File: src/rtl/vem_mul.sv
// ----------------------------------------------------------------------------
// vem_mul
// Shared 32 x 32 unsigned multiplier with registered product.
// ----------------------------------------------------------------------------
module vem_mul (
    input  logic        i_clk,
    input  logic [31:0] i_a,
    input  logic [31:0] i_b,
    output logic [63:0] o_prod
);
    logic [63:0] r_prod;

    always_ff @(posedge i_clk) begin
        r_prod <= 64'(i_a) * 64'(i_b);
    end

    assign o_prod = r_prod;
endmodule

File: config.mk
export PLATFORM = sky130hd
export DESIGN_NAME = vem_mul
export DESIGN_NICKNAME = d
export VERILOG_FILES = /design/src/rtl/vem_mul.sv
export SDC_FILE = /design/constraint.sdc
export NUM_CORES = 2
export LEC_CHECK = 0
export ABC_AREA = 1
export ABC_CLOCK_PERIOD_IN_PS = 8800
export BUFFER_PORTS_ARGS = -buffer_cell sky130_fd_sc_hd__buf_2
export CAP_MARGIN = 40
export CORE_UTILIZATION = 58
export CTS_BUF_LIST = sky130_fd_sc_hd__clkbuf_8
export DETAILED_ROUTE_END_ITERATION = 6
export PLACE_DENSITY_LB_ADDON = 0.2
export RECOVER_POWER = 50
export SLEW_MARGIN = 20
export SYNTH_ARGS = -nofsm -noshare
export SYNTH_HDL_FRONTEND = slang
export SYNTH_SLANG_ARGS = --single-unit
File: constraint.sdc
create_clock -name i_clk -period 8.8 [get_ports i_clk]
set_clock_uncertainty 0.1 [all_clocks]
set_input_delay 1.76 -clock i_clk [delete_from_list [all_inputs] [get_ports i_clk]]
set_output_delay 1.76 -clock i_clk [all_outputs]
set_load 0.02 [all_outputs]
==> qor.yml <==
grtUsageMet3_pct: 3.446
crit_type: "in2reg"
core_area_sq_um: 63430
die_x_um: 255.9
cts-htree-levels: 3
syn_nets: 6247
grt_max_degree: 33
postCtsResizedCells: 0
cts_inserted_buffers: 9
design_area_sq_um: 39080
critical-path-top-delay-family: "adder cells"
drt_iter0_markers: 2016
rsz0062_at_grt: "false"
arrival_ps: 8430
grt_overflow_total: 0
crit_cells: 21
crit_fanout: 32
cts_hold_buf: 0
final_max_slew_viol_count: 0
cts_buffer_depth: 2
synth_top_area_share_pct: 47.96
cts_root_buf: "clkbuf_8"
worst_pin_slew_ps: 1058
syn_avg_cell_area_sq_um: 7.446
fin_crit_ps: 8324
finalCritPeriodShare_pct: 94.59
dp.cells: 5886
hold_viol: 0
crit_end: "o_prod[26]$_DFF_P_"
num_io_pins: 129
wl_per_cell_um: 16.63
clkSinkCount: 64
die_y_um: 255.9
startpoint: "i_b[6]"
grt_antenna_before_repair: 3
yosys_warnings: 0
synth_area_sq_um: 37400
grt_busiest_layer: "met2"
viasPerCell: 5.044
start_kind: "input pin"
gp_congestion: 0.9807
ys.flop_type: "dfxtp_1"
nets: 6275
drtAntennaViolNets: 0
grt_pass1_vias: 31410
finalSetupViolCount: 0
crit_path_end_kind: "flop"
path_cells: "buf_2, nand2_1, inv_1, fa_1, fa_1, fa_1, inv_1, fa_1, inv_1, fa_1, fa_1, fa_1, fa_1, ha_1, nand2_1, nand2_1, inv_1, nand2_1, a21oi_1, nand3_2, xor2_1"
syn_to_final_growth_pct: 4.499
yosysUniqueCellTypes: 23
drive_gt1_share_pct: 4.430
start_util_pct: 58.97
crit_path_frequent_cell: "fa_1"
setup_slack_ps: 476.4
yosysTopAreaCell: "fa_1"
dpl.hpwl_um: 85000
grt_first_pass_wirelength_um: 163400
synth_seq_cells: 64
place_area_sq_um: 39000
largest_reg_flops: 64
ys_seq_area_share_pct: 3.426
path_buf_inv: 5
finalSetupTns_ps: 0
fin_cells: 5903
met1_usage_pct: 40.96
synth_edf_count: 0
path_clk_slew_ps: 70
grt_usage_pct: 31.49
critPathRequiredTime_ps: 8910
dieArea_sq_um: 65500
met2_usage_pct: 54.85
drc: 0
max_stage_delay_ps: 610
synthCells: 5023
postCtsSetupBuffers: 0
rows: 92
crit_slowest_cell: "buf_2"
relSlewSlack_pct: 29.50
hold_class: "in2reg"
wl_um: 98160
synth.area.top_cells: "fa_1, inv_1, nand2_1"
io_buffers: 128
async_flop_share_pct: 0
clock.fmax_ghz: 0.1201
cts_tree: "built"
pre_cts_ws_ps: 310.9
dr_total_vias: 29770
dr.pass1.iters: 6
status: "completed"
cap_violations: 0
-- stage by stage --
step | hold slack [ps] | util, %
6_report | 1887 | 61.62
5_1_grt | 1896 | 61.62
4_1_cts | 1861 | 61.75
3_5_place_dp | 2075 | 61.49
3_3_place_gp | 2078 | 61.49
2_1_floorplan | 1758 | -
-- worst min-delay path by stage --
stage | slack, ps | start | to | cells after the start
2_1_floorplan | 1760 | i_b[0] | o_prod[0]$_DFF_P_ | 2
3_3_place_gp | 2080 | o_prod[4]$_DFF_P_ | o_prod[4] | 1
3_5_place_dp | 2080 | o_prod[50]$_DFF_P_ | o_prod[50] | 1
4_1_cts | 1860 | i_a[0] | o_prod[0]$_DFF_P_ | 4
5_1_grt | 1900 | i_a[0] | o_prod[0]$_DFF_P_ | 4
6_report | 1890 | i_a[0] | o_prod[0]$_DFF_P_ | 4
-- logic make-up (layout without fill, tap and decap cells) --
| kind of cell | after synthesis | count (layout) | synth area share [%] |
|---|---|---|---|
| buffers and inverters | 1927 | 1960 | 19.34 |
| and+or+nand+nor | 1781 | 1781 | 18.80 |
| adders and majority gates | 1159 | 1159 | 56.76 |
| DFF | 64 | 64 | 3.426 |
| AOI/OAI and AO/OA | 57 | 57 | 0.8531 |
| xor gates and xnor gates | 35 | 35 | 0.8196 |
| other | 0 | 1 | 0 |
-- routing by layer --
| metal | up-vias | part of all wire (%) |
|---|---|---|
| li1 | 13670 | - |
| met1 | 14680 | 39 |
| met2 | 1169 | 50 |
| met3 | 256 | 6.6 |
| met4 | 4 | 3.9 |
| met5 | - | 0.020 |
-- cells in the mapped netlist (6+ instances only) --
| master | count |
|---|---|
| xor2_1 | 33 |
| nand2_2 | 15 |
| ha_1 | 263 |
| nand3_2 | 9 |
| nand4_1 | 16 |
| fa_1 | 896 |
| inv_2 | 12 |
| a21oi_1 | 43 |
| clkbuf_1 | 192 |
| nand3_1 | 56 |
| nor2_1 | 81 |
| inv_1 | 1723 |
| nor3_2 | 6 |
| nor2_4 | 6 |
| o21bai_1 | 11 |
| nand2_1 | 1566 |
| nor2_2 | 14 |
| dfxtp_1 | 64 |
| nor3_1 | 11 |
-- layout by cell type, fill, tap and decap left out, types with 16 or more instances in the layout --
cell type and instances:
a21oi_1 43, buf_2 65, buf_4 79, clkbuf_1 64, dfxtp_1 64, fa_1 896
ha_1 263, inv_1 1724, nand2_1 1566, nand3_1 56, nand4_1 16, nor2_1 81
xor2_1 33
-- layout make-up --
| type | instances | area, sq um |
|---|---|---|
| multi-input cells | 3032 | 28890 |
| fillers | 5825 | 24340 |
| inverters | 1735 | 6513 |
| flip-flops and latches | 64 | 1281 |
| repair buffers | 209 | 1179 |
| well taps | 846 | 1059 |
| clock buffers | 9 | 123.9 |
| clock inverters | 7 | 40.04 |
| diodes | 1 | 2.502 |
Power is not shown: default switching activity piles up to over one toggle a cycle in this logic, so the estimate is an artifact.
