$ cat src/rtl/vem_log.sv
// ----------------------------------------------------------------------------
// vem_log
// Base-two logarithm in Q.32: shift normalisation, then 32 squaring
// steps on the shared multiplier, each through states L_SQ0 and L_SQ1.
// ----------------------------------------------------------------------------
module vem_log (
    input  logic        i_clk,
    input  logic        i_rst_n,
    input  logic        i_start,
    input  logic [63:0] i_x,
    input  logic [63:0] i_prod,
    output logic [31:0] o_sq_op,
    output logic        o_busy,
    output logic [63:0] o_res
);
    localparam logic [1:0] L_IDLE = 2'd0;
    localparam logic [1:0] L_NORM = 2'd1;
    localparam logic [1:0] L_SQ0  = 2'd2;
    localparam logic [1:0] L_SQ1  = 2'd3;

    logic [1:0]  r_state;
    logic [63:0] r_x;
    logic [5:0]  r_k;
    logic [31:0] r_m;
    logic [31:0] r_f;
    logic [4:0]  r_i;
    logic [63:0] r_res;
    logic [32:0] n_t;
    logic [31:0] n_m;
    logic [31:0] n_f;

    always_comb begin
        n_t = i_prod[63:31];
        n_f = r_f;
        if (n_t[32]) begin
            n_m = n_t[32:1];
            n_f[~r_i] = 1'b1;
        end else begin
            n_m = n_t[31:0];
        end
    end

    always_ff @(posedge i_clk) begin
        if (!i_rst_n) begin
            r_state <= L_IDLE;
        end else begin
            case (r_state)
                L_IDLE: begin
                    if (i_start) begin
                        if (i_x == '0) begin
                            r_res <= '0;
                        end else begin
                            r_x     <= i_x;
                            r_k     <= 6'd63;
                            r_state <= L_NORM;
                        end
                    end
                end
                L_NORM: begin
                    if (r_x[63]) begin
                        r_m     <= r_x[63:32];
                        r_f     <= '0;
                        r_i     <= '0;
                        r_state <= L_SQ0;
                    end else begin
                        r_x <= {r_x[62:0], 1'b0};
                        r_k <= r_k - 6'd1;
                    end
                end
                L_SQ0: begin
                    r_state <= L_SQ1;
                end
                L_SQ1: begin
                    r_m <= n_m;
                    r_f <= n_f;
                    r_i <= r_i + 5'd1;
                    if (r_i == 5'd31) begin
                        r_res   <= {26'd0, r_k, n_f};
                        r_state <= L_IDLE;
                    end else begin
                        r_state <= L_SQ0;
                    end
                end
                default: r_state <= L_IDLE;
            endcase
        end
    end

    assign o_sq_op = r_m;
    assign o_busy  = r_state != L_IDLE;
    assign o_res   = r_res;
endmodule

$ cat config.mk
export PLATFORM = sky130hd
export DESIGN_NAME = vem_log
export DESIGN_NICKNAME = d
export VERILOG_FILES = /design/src/rtl/vem_log.sv
export SDC_FILE = /design/constraint.sdc
export NUM_CORES = 1
export LEC_CHECK = 0
export ABC_AREA = 1
export BUFFER_PORTS_ARGS = -buffer_cell sky130_fd_sc_hd__buf_2
export CORE_ASPECT_RATIO = 0.75
export CORE_UTILIZATION = 33
export CTS_CLUSTER_SIZE = 30
export DETAILED_ROUTE_END_ITERATION = 8
export GPL_ROUTABILITY_DRIVEN = 1
export MAX_ROUTING_LAYER = met4
export PLACE_DENSITY_LB_ADDON = 0.25
export RECOVER_POWER = 100
export SETUP_SLACK_MARGIN = 0.1
export SLEW_MARGIN = 20
export SYNTH_ARGS = -nofsm -noshare
export SYNTH_HDL_FRONTEND = slang
export SYNTH_SLANG_ARGS = --single-unit
$ cat constraint.sdc
create_clock -name i_clk -period 10.8 [get_ports i_clk]
set_input_delay 2.16 -clock i_clk [delete_from_list [all_inputs] [get_ports i_clk]]
set_output_delay 2.16 -clock i_clk [all_outputs]
set_load 0.005 [all_outputs]
==> flow_summary_export.csv <==
group,metric,value,unit
detailed_routing,drt-wirelength-per-cell,17.1,um
power,power.share.clock,37.3,%
detailed_routing,first_pass_iters,5,
floorplanning,rows,48,
place,globalplace.congestion,0.831,
sta,max_slew.worst_pin.slew,3.84,ns
detailed_routing,drc,0,
grt,grt_max_degree,70,
critical_path,path_class,"reg2reg",
logic_synthesis,synthMuxAreaShare,0,%
hold_path,min_to,"r_x[16]$_DFFE_PP_",
status,violations,"max-capacitance violations, max-slew violations",
cts,cts_hold_buffers,0,
critical_path,rrSetupSlack,4.96,ns
grt,grt_use_total,17.0,%
logic_synthesis,synth_fa_ha_area_share,0.950,%
finish,final_cell_mix,"edfxtp_1 (177), buf_2 (127), nor2_1 (115), inv_1 (75), nand2_1 (70)",
cts,clkTransAtPathRegs,0.07,ns
sta,maxSlewHeadroom,-156,%
detailed_routing,ant_nets,0,
finish,area_growth,19.0,%
sta,fin_ws,4.96,ns
sta,finalSetupViolCount,0,
logic_synthesis,ys_types,26,
finish,final_common_cell,"edfxtp_1",
sta,fin_crit_sh,54.1,%
detailed_routing,viasPerCell,4.76,
critical_path,r2r-start,"r_state[1]$_SDFFE_PN0P_",
grt,grt_pass1_vias,5190,
sta,fmax,171,MHz
place,place_hpwl,13800,um
cts,numClockSinks,179,
logic_synthesis,synth-compound-area-share,12.5,%
grt,antenna_found_initial,1,
detailed_routing,wl,20000,um
critical_path,endpoint_kind,"flop",
cts,post-cts-setup-buffers,0,
logic_synthesis,syn_inst,695,
cts,clk_latency,0.43,ns
finish,drive_above_1_share,18.6,%
critical_path,reg2regPathDepth,6,
floorplanning,core,23200,um^2
logic_synthesis,syn_avg_cell_area,11.4,um^2
power,p_comb_share,10.8,%
detailed_routing,via_count,5574,
logic_synthesis,synth_warnings,0,
critical_path,worstPathMaxFanout,67,
cts,cts_buffers,17,
power,p_per_area,172,nW/um^2
floorplanning,dieHeight,136,um
logic_synthesis,ys_seq_area_share,67.8,%
cts,cts_max_level,4,
hold_path,min_path_type,"reg2reg",
cts,tritoncts,"built",
critical_path,critPathLaunchType,"flop",
grt,grt_pass1_wl,30000,um
floorplanning,die_w,181,um
hold_path,hold_path_depth,1,
run,drv_cap,8,
floorplanning,die_area,24600,um^2
critical_path,worstPathRequired,10.80,ns
sta,finalHoldViolations,0,
power,seq_power_share,51.9,%
logic_synthesis,synth_xor_xnor_area_share,0,%
logic_synthesis,synth_top_family_by_area,"compound AO/OA/AOI/OAI gates",
sta,tns,0,ns
logic_synthesis,ys_seq_elements,179,
cts,clk_path_buf_depth,2,
grt,grt.overflow.total,0,
power,p_sw,426,uW
logic_synthesis,yosys.area_share.simple,10.7,%
power,leakage,3.65,nW
sta,layout_min_cycle_time,5.84,ns
place,post-place-ws,6.56,ns
place,port_buffers,170,
finish,num-nets-final,993,
floorplanning,io_pins,228,
cts,cts-root-buf,"clkbuf_16",
logic_synthesis,netlist_area,7900,um^2
detailed_routing,drt_iter0_drc,445,
hold_path,hold_start,"r_x[15]$_DFFE_PP_",
power,vdd_drop_max,0.100,mV
sta,drv_slew,417,
sta,skew,0.0146,ns
power,sw_frac_of_total,26.3,%
power,intPower,1.19,mW
critical_path,crit_arrival,5.85,ns
floorplanning,start_util,34.0,%
critical_path,r2r-end,"o_res[26]$_SDFFCE_PP0P_",
status,status,"complete, but fails checks",
sta,rsz0062_at_grt,"false",
cts,cts_resized,0,
==> stage by stage <==
stage	total power, mW	hold slack [ns]	util (%)	cells	area (um^2)
final	1.62	0.535	40.5	1171	9410
after global routing	1.68	0.548	40.5	1170	9400
after CTS	1.63	0.536	40.9	1169	9500
after detailed placement	1.03	0.517	38.4	1137	8930
after global placement	1.03	0.505	38.4	1137	8930
after floorplan	0.970	0.500	-	720	8000
==> how the worst max path moves through the flow <==
stage                                        from                      end  slack, ns  cells after the start
after floorplan                           i_rst_n     o_sq_op[0]$_DFFE_PP_       4.73                      2
after global placement                    i_x[14]        r_x[37]$_DFFE_PP_       6.56                     10
after detailed placement                  i_x[14]        r_x[37]$_DFFE_PP_       6.56                     10
after CTS                                 i_x[14]        r_x[61]$_DFFE_PP_       7.01                     10
after global routing      r_state[1]$_SDFFE_PN0P_  o_res[26]$_SDFFCE_PP0P_       4.24                      6
final                     r_state[1]$_SDFFE_PN0P_  o_res[26]$_SDFFCE_PP0P_       4.96                      6
==> registers in the layout, indices dropped and copies added, names as in the netlist <==
register  flops
o_res        38
r_k           6
r_x          64
r_f          32
r_i           5
o_sq_op      32
r_state       2
==> final cells by class <==
| class | count | area [um^2] |
|---|---|---|
| Antenna cell | 2 | 5.00 |
| Clock buffer | 17 | 425 |
| Clock inverter | 15 | 144 |
| Fill cell | 2291 | 13800 |
| Inverter | 77 | 289 |
| Multi-Input combinational cell | 406 | 2000 |
| Sequential cell | 179 | 5360 |
| Tap cell | 300 | 375 |
| Timing Repair Buffer | 175 | 816 |
==> per-layer routing <==
layer  vias up  wire, um  GRT usage, %
li1       2708         -             -
met1      2643     10000          24.2
met2       203      8330          23.5
met3        20      1420          4.50
met4         0       216          4.99
met5         -         0             -
==> power by group through the flow <==
| stage | logic, mW | registers [mW] | clock network, mW |
|---|---|---|---|
| after CTS | 0.180 | 0.837 | 0.617 |
| after global routing | 0.195 | 0.844 | 0.641 |
| after floorplan | 0.117 | 0.853 | 0 |
| final | 0.174 | 0.840 | 0.605 |
| after global placement | 0.177 | 0.851 | 0 |
| after detailed placement | 0.178 | 0.852 | 0 |
==> critical path, stage by stage (launching register included) <==
cell	delay [ns]
dfxtp_1	0.37
nand2_1	0.93
clkinv_1	0.17
clkbuf_1	1.77
nand2_1	0.31
a21oi_4	0.25
clkbuf_1	1.56
==> Yosys cell counts, drive strengths merged <==
| master | instances | area, um^2 |
|---|---|---|
| a211o | 1 | 8.76 |
| a21oi | 36 | 180 |
| a22o | 29 | 254 |
| a22oi | 1 | 7.51 |
| buf | 49 | 318 |
| clkbuf | 9 | 33.8 |
| conb | 1 | 3.75 |
| dfxtp | 2 | 40.0 |
| edfxtp | 177 | 5320 |
| ha | 6 | 75.1 |
| inv | 77 | 289 |
| nand2 | 70 | 265 |
| nand3 | 15 | 75.1 |
| nor2 | 115 | 455 |
| nor3 | 8 | 40.0 |
| o21ai | 63 | 315 |
| o22ai | 35 | 219 |
| or2 | 1 | 6.26 |
==> cell families after synthesis <==
| kind of cell | after synthesis |
|---|---|
| and+or+nand+nor | 209 |
| adders and majority gates | 6 |
| AOI/OAI and AO/OA | 165 |
| buffers and inverters | 135 |
| other | 1 |
| DFF | 179 |
(Power assumes the default switching activity.)
