===== src/rtl/vem_div.sv =====
// ----------------------------------------------------------------------------
// vem_div
// Restoring divider, one quotient bit a cycle, 64 quotient bits a division.
// ----------------------------------------------------------------------------
module vem_div (
    input  logic        i_clk,
    input  logic        i_rst_n,
    input  logic        i_start,
    input  logic [63:0] i_dividend,
    input  logic [32:0] i_divisor,
    output logic        o_busy,
    output logic [63:0] o_quot
);
    logic        r_busy;
    logic [5:0]  r_cnt;
    logic [63:0] r_q;
    logic [32:0] r_rem;
    logic [32:0] r_div;
    logic [33:0] n_sh;
    logic [33:0] n_diff;
    logic        n_ge;

    always_comb begin
        n_sh   = {r_rem, r_q[63]};
        n_ge   = n_sh >= {1'b0, r_div};
        n_diff = n_sh - {1'b0, r_div};
    end

    always_ff @(posedge i_clk) begin
        if (!i_rst_n) begin
            r_busy <= 1'b0;
            r_cnt  <= '0;
        end else if (i_start) begin
            r_busy <= 1'b1;
            r_cnt  <= '0;
            r_q    <= i_dividend;
            r_rem  <= '0;
            r_div  <= i_divisor;
        end else if (r_busy) begin
            r_rem <= n_ge ? n_diff[32:0] : n_sh[32:0];
            r_q   <= {r_q[62:0], n_ge};
            r_cnt <= r_cnt + 6'd1;
            if (r_cnt == 6'd63) begin
                r_busy <= 1'b0;
            end
        end
    end

    assign o_busy = r_busy;
    assign o_quot = r_q;
endmodule


===== config.mk =====
export PLATFORM = sky130hd
export DESIGN_NAME = vem_div
export DESIGN_NICKNAME = d
export VERILOG_FILES = /design/src/rtl/vem_div.sv
export SDC_FILE = /design/constraint.sdc
export NUM_CORES = 1
export LEC_CHECK = 0
export BUFFER_PORTS_ARGS = -buffer_cell sky130_fd_sc_hd__buf_2
export CAP_MARGIN = 20
export CORE_MARGIN = 10
export CORE_UTILIZATION = 51
export CTS_CLUSTER_DIAMETER = 50
export DETAILED_ROUTE_END_ITERATION = 6
export PLACE_DENSITY = 0.76
export SLEW_MARGIN = 5
export SYNTH_ARGS = -nofsm -noshare
export SYNTH_HDL_FRONTEND = slang
export SYNTH_SLANG_ARGS = --single-unit

===== constraint.sdc =====
create_clock -name i_clk -period 4.4 [get_ports i_clk]
set_clock_uncertainty 0.1 [all_clocks]
set_input_delay 0.88 -clock i_clk [delete_from_list [all_inputs] [get_ports i_clk]]
set_output_delay 0.88 -clock i_clk [all_outputs]
set_load 0.05 [all_outputs]

==> results of run 1 <==
-- layout make-up --
cell class                 instances  area (um2)
tap                              184         230
multi-input combinational        411        3150
fill                            1138        5430
clock inverter                    13         145
clock buffer                      18         429
timing repair buffer             168         866
antenna                            1        2.50
inverter                          47         176
sequential                       137        4040
-- cells in the final DEF (no fill, tap or decap), types with 4 or more instances in the layout --
cell type,count
o21ai_0,28
nor2b_1,4
buf_4,4
mux2_2,64
a21o_1,20
xor2_1,9
buf_2,163
mux2i_1,15
and2_1,7
a21oi_2,4
inv_1,47
nor3_1,7
ha_1,34
nand4_1,12
xnor2_1,19
a211oi_1,9
nor2_1,42
nand3_1,9
clkinv_4,4
nand2_1,32
o211ai_1,4
a21oi_1,35
o21a_1,4
dfxtp_1,7
clkbuf_16,17
edfxtp_1,130
-- routing by layer --
layer  wire, um  vias up  global-route usage
met5         13        -                   0
met4        299        2              0.0614
met3       2060       30               0.107
met2       8630      185               0.293
met1       7360     2643               0.212
li1           -     2636                   -
-- through the flow --
| step | hold slack [ns] | worst slack (ns) |
|---|---|---|
| final | 0.403 | 0.757 |
| after global routing | 0.443 | 0.545 |
| after CTS | 0.397 | 0.769 |
| after detailed placement | 0.386 | 0.816 |
| after global placement | 0.365 | 0.935 |
| after floorplan | 0.358 | 0.392 |
-- power breakdown --
group	switching [W]	total (W)	internal (W)
Clock	0.000564	0.00140	0.000835
Sequential	0.0000502	0.00162	0.00157
Combinational	0.000631	0.00102	0.000392
Total	0.00125	0.00404	0.00279
-- path summary, 6_finish.rpt --
kind | from | end | slack [ns] | cells past startpoint
setup / recovery | o_quot[63] | r_rem[28] | 0.76 | 13
hold / removal | r_cnt[5] | r_cnt[5] | 0.40 | 2
setup reg to reg | o_quot[63] | r_rem[28] | 0.76 | 13
hold reg to reg | r_cnt[5] | r_cnt[5] | 0.40 | 2
-- flip-flops by register name, summed over array words and instances (netlist names) --
name,count
r_rem,33
o_quot,64
r_div,33
o_busy,1
r_cnt,6
-- critical path, delay by kind of cell, from the launching register on --
kind / cells / cell delay (ns)
flip-flops: 1 / 0.36
adder cells (fa/ha/maj): 2 / 0.44
buffers and inverters: 2 / 0.12
AND/OR/NAND/NOR: 4 / 1.33
AO/OA/AOI/OAI: 5 / 1.05
-- cell families after synthesis --
kind of cell | synth area share
AO/OA/AOI/OAI | 0.119
XOR/XNOR | 0.0327
adder cells (fa/ha/maj) | 0.0594
buffers and inverters | 0.0409
flip-flops | 0.540
multiplexers | 0.116
AND/OR/NAND/NOR | 0.0927
==> impl_metrics.tcl, run 1 <==
set metrics [dict create \
    drive_gt1_frac 0.353 \
    vias 5496 \
    maxCapViolCount 0 \
    root_buffer "clkbuf_16" \
    stdcell_count 979 \
    synth.most_common_cell "edfxtp_1" \
    cp_max_fo 43 \
    finish.utilization 0.625 \
    die-area_um2 19900 \
    antenna_found_initial 1 \
    p_leak_nw 3.77 \
    route.detailed.drc 0 \
    finalCriticalPeriod_ns 3.64 \
    die_w_um 141 \
    insertion_delay_ns 0.43 \
    routedWlPerCell_um 18.8 \
    yosysSeqAreaShare 0.540 \
    critPathArrivalTime_ns 3.78 \
    die_y_um 141 \
    slew_headroom 0.420 \
    finalInstanceArea_um2 9040 \
    hold_viol_final 0 \
    fmax_mhz 274 \
    worstSetupStartpointType "flop" \
    tns_ns 0 \
    area_growth_pct 20.7 \
    place.gp.congestion 0.949 \
    clk_pin_slew_ns 0.06 \
    ioPinCount 165 \
    ant_nets 0 \
    drt_wl_total_um 18400 \
    cts_resized 0 \
    ys_top_cells_by_count "130 x edfxtp_1, 64 x mux2_2, 47 x inv_1, 42 x nor2_1, 35 x a21oi_1" \
    cpMaxStageDelayCell "nor2_8" \
    syn_inst 621 \
    rsz0062_at_grt "false" \
    max_stage_delay_ns 0.60 \
    avgSynthCellArea_um2 12.1 \
    p_total_w 0.00404 \
    htreeDepth 4 \
    grt_overflow 0 \
    grt_pass1_wl_um 30100 \
    synth_area_leaders "edfxtp_1 52%, mux2_2 9.6%, ha_1 5.7%" \
    critical_path_class "flop to flop" \
    grt_max_degree 73 \
    synth.distinct_cells 66 \
    path_cells "inv_1 -> ha_1 -> inv_1 -> fa_1 -> a21oi_2 -> o211ai_2 -> nand3_2 -> a211oi_2 -> nor4b_2 -> o2111a_2 -> nor2_8 -> or4b_1 -> o311ai_1" \
    yosys.area.top_type "edfxtp_1" \
    cp_common_cell "inv_1" \
    place_area_um2 8470 \
    setup_viol 0 \
    postCtsSetupRepairBufs 0 \
    synth_flop_cell "edfxtp_1" \
    clkSinkCount 137 \
    synth_top_cell_area_share 0.521 \
    hold_path.class "flop to flop" \
    ys_warn_count 0 \
    port_buffers 164 \
    hold_buffers 0 \
    outcome "complete, no violations" \
    clockBufferDepth 2 \
    finalMaxSlewViolations 0 \
    cts_tree "built" \
    drt_iter0_drc 451 \
    drtPass1Iterations 5 \
    end_kind "flop" \
    synth-seq-cells 137 \
    routed_via_density 5.61 \
    nNetsFinal 917 \
    vdd_drop_max_uv 321 \
    grt_pass1_vias 5866 \
    row_count 44 \
    cts_made_buffers 17 \
    grt_usage 0.188 \
    syn_nets 756 \
    dpl.cell_count 947 \
    start_util 0.518 \
    power.density_nw_per_um2 446 \
    core-area_um2 14500 \
    syn_area_um2 7490 \
    async_reset_ff_frac 0 \
    worst_pin_slew_ns 0.870 \
    period_share 0.828 \
    synth-edff-count 130 \
    cp.required_ns 4.54 \
    dpl.hpwl_um 13500 \
]
(Power assumes the default switching activity.)
==> inputs of run 2 (changes only) <==
==> constraint.sdc (replaced) <==
create_clock -name i_clk -period 3.7 [get_ports i_clk]
set_clock_uncertainty 0.1 [all_clocks]
set_input_delay 0.74 -clock i_clk [delete_from_list [all_inputs] [get_ports i_clk]]
set_output_delay 0.74 -clock i_clk [all_outputs]
set_load 0.05 [all_outputs]
==> run 2 against run 1 <==
  * Global-route usage increased by 0.39 points
  * Sequential share of layout area decreased by 0.28 points
  * Sequential power increased by 19%
  * Flip-flop and latch count unchanged
  * Power increased by 22%
  * Wire length increased by 3.5%
  * Core utilization increased by 0.39 points
  * Highest routed layer unchanged
==> impl_metrics.tcl, run 2 (synthesis results as in run 1) <==
set metrics [dict create \
    grt_pass1_vias 5924 \
    finalMaxSlewViolations 0 \
    cpMaxStageDelayCell "nor4b_2" \
    fillers 1136 \
    worst_pin_slew_ns 0.966 \
    pwr-share-clk 0.355 \
    end_kind "flop" \
    htreeDepth 4 \
    finish.utilization 0.629 \
    cp_top_family "compound AO/OA/AOI/OAI gates" \
    path_buf_inv 3 \
    core-area_um2 14500 \
    insertion_delay_ns 0.43 \
    hold_slack_ns 0.381 \
    grt_pass1_wl_um 30400 \
    p_leak_nw 3.81 \
    hold_path_depth 1 \
    routedWlPerCell_um 19.4 \
    place.gp.congestion 0.952 \
    hold_buffers 0 \
    p_seq_frac 0.392 \
    min-delay-start "i_divisor[31]" \
    clkSinkCount 137 \
    comb_power_share 0.253 \
    hold_viol_final 0 \
    setup_viol 0 \
    largest_reg_flops 64 \
    cp_max_fo 27 \
    cts_made_buffers 17 \
    vias 5505 \
    path_depth 14 \
    swShare 0.306 \
    die_y_um 141 \
    stdcell_count 981 \
    grt_usage 0.192 \
    ant_nets 0 \
    outcome "complete, no violations" \
    reg2reg_depth 14 \
    hold_path.class "input pin to flop" \
    nNetsFinal 920 \
    start_util 0.518 \
    maxCapViolCount 0 \
    worstSetupStartpointType "flop" \
    cp.required_ns 3.74 \
    slew_headroom 0.356 \
    tns_ns 0 \
    max_stage_delay_ns 0.44 \
    path_cells "inv_1 -> ha_1 -> inv_1 -> fa_1 -> a21oi_2 -> o211ai_2 -> nand3_2 -> a211oi_2 -> nor4b_2 -> o2111a_2 -> nor2_8 -> buf_12 -> mux2i_1 -> nor2_1" \
    p_sw_w 0.00151 \
    dpl.cell_count 950 \
    fmax_mhz 291 \
    routed_via_density 5.61 \
    grt_overflow 0 \
    layout_setup_ws_ns 0.261 \
    pre_cts_ws_ns 0.379 \
    vdd_drop_max_uv 351 \
    critPathArrivalTime_ns 3.48 \
    antennaDiodeCount 0 \
    ioPinCount 165 \
    crit_start "o_quot[63]" \
    p_int_w 0.00341 \
    final_cell_mix "163 x buf_2, 130 x edfxtp_1, 64 x mux2_2" \
    rr_startpoint "o_quot[63]" \
    area_growth_pct 21.4 \
    cp_common_cell "inv_1" \
    root_buffer "clkbuf_16" \
    drt_wl_total_um 19000 \
    cts_resized 0 \
    power.density_nw_per_um2 541 \
    drt_iter0_drc 322 \
    port_buffers 164 \
    row_count 44 \
    grt_max_degree 79 \
    dpl.hpwl_um 13900 \
    route.detailed.drc 0 \
    cts_tree "built" \
    final_common_cell "buf_2" \
    postCtsSetupRepairBufs 0 \
    rsz0062_at_grt "false" \
    clockBufferDepth 2 \
    drive_gt1_frac 0.356 \
    drtPass1Iterations 5 \
    antenna_found_initial 4 \
    period_share 0.930 \
    die-area_um2 19900 \
    die_w_um 141 \
    clk_pin_slew_ns 0.06 \
    finalCriticalPeriod_ns 3.44 \
    critical_path_class "flop to flop" \
]
## run 2: changes by cell type in the layout (fill, tap and decap cells not counted), sizes merged
| cell | change |
|---|---|
| buf | +3 |
| clkinvlp | -2 |
| bufinv | +1 |
| diode | -1 |
| inv | +1 |
## run 2: path summary, 6_finish.rpt
kind	slack (ns)	end
max	0.26	r_rem[3]
min	0.38	r_div[31]
min reg2reg	0.43	r_cnt[5]
max reg2reg	0.26	r_rem[3]
## run 2: final cells by class
class	instances	area [um2]	share of cell area
clock buffers	18	429	0.0472
clock inverters	13	169	0.0186
inverters	47	176	0.0194
multi-input cells	411	3150	0.346
flip-flops and latches	137	4040	0.444
well taps	184	230	0.0253
repair buffers	171	901	0.0990
## run 2: metal layers
layer / up-vias / global-route usage / part of all wire
met4: 8 / 0.0598 / 0.016
li1: 2633 / - / -
met5: - / 0 / 0.0029
met1: 2613 / 0.213 / 0.39
met3: 29 / 0.101 / 0.11
met2: 222 / 0.311 / 0.49
## run 2: stage by stage
step | power, W | instance area (um2)
2_1_floorplan | 0.00289 | 7500
3_3_place_gp | 0.00315 | 8500
3_5_place_dp | 0.00319 | 8500
4_1_cts | 0.00494 | 9100
5_1_grt | 0.00513 | 9100
6_report | 0.00492 | 9100
## run 2: power by group through the flow
stage | clock network (W) | logic, W | registers, W
5_1_grt | 0.00183 | 0.00136 | 0.00194
6_report | 0.00175 | 0.00124 | 0.00193
3_3_place_gp | 0 | 0.00120 | 0.00195
4_1_cts | 0.00177 | 0.00124 | 0.00193
2_1_floorplan | 0 | 0.000796 | 0.00210
3_5_place_dp | 0 | 0.00123 | 0.00195
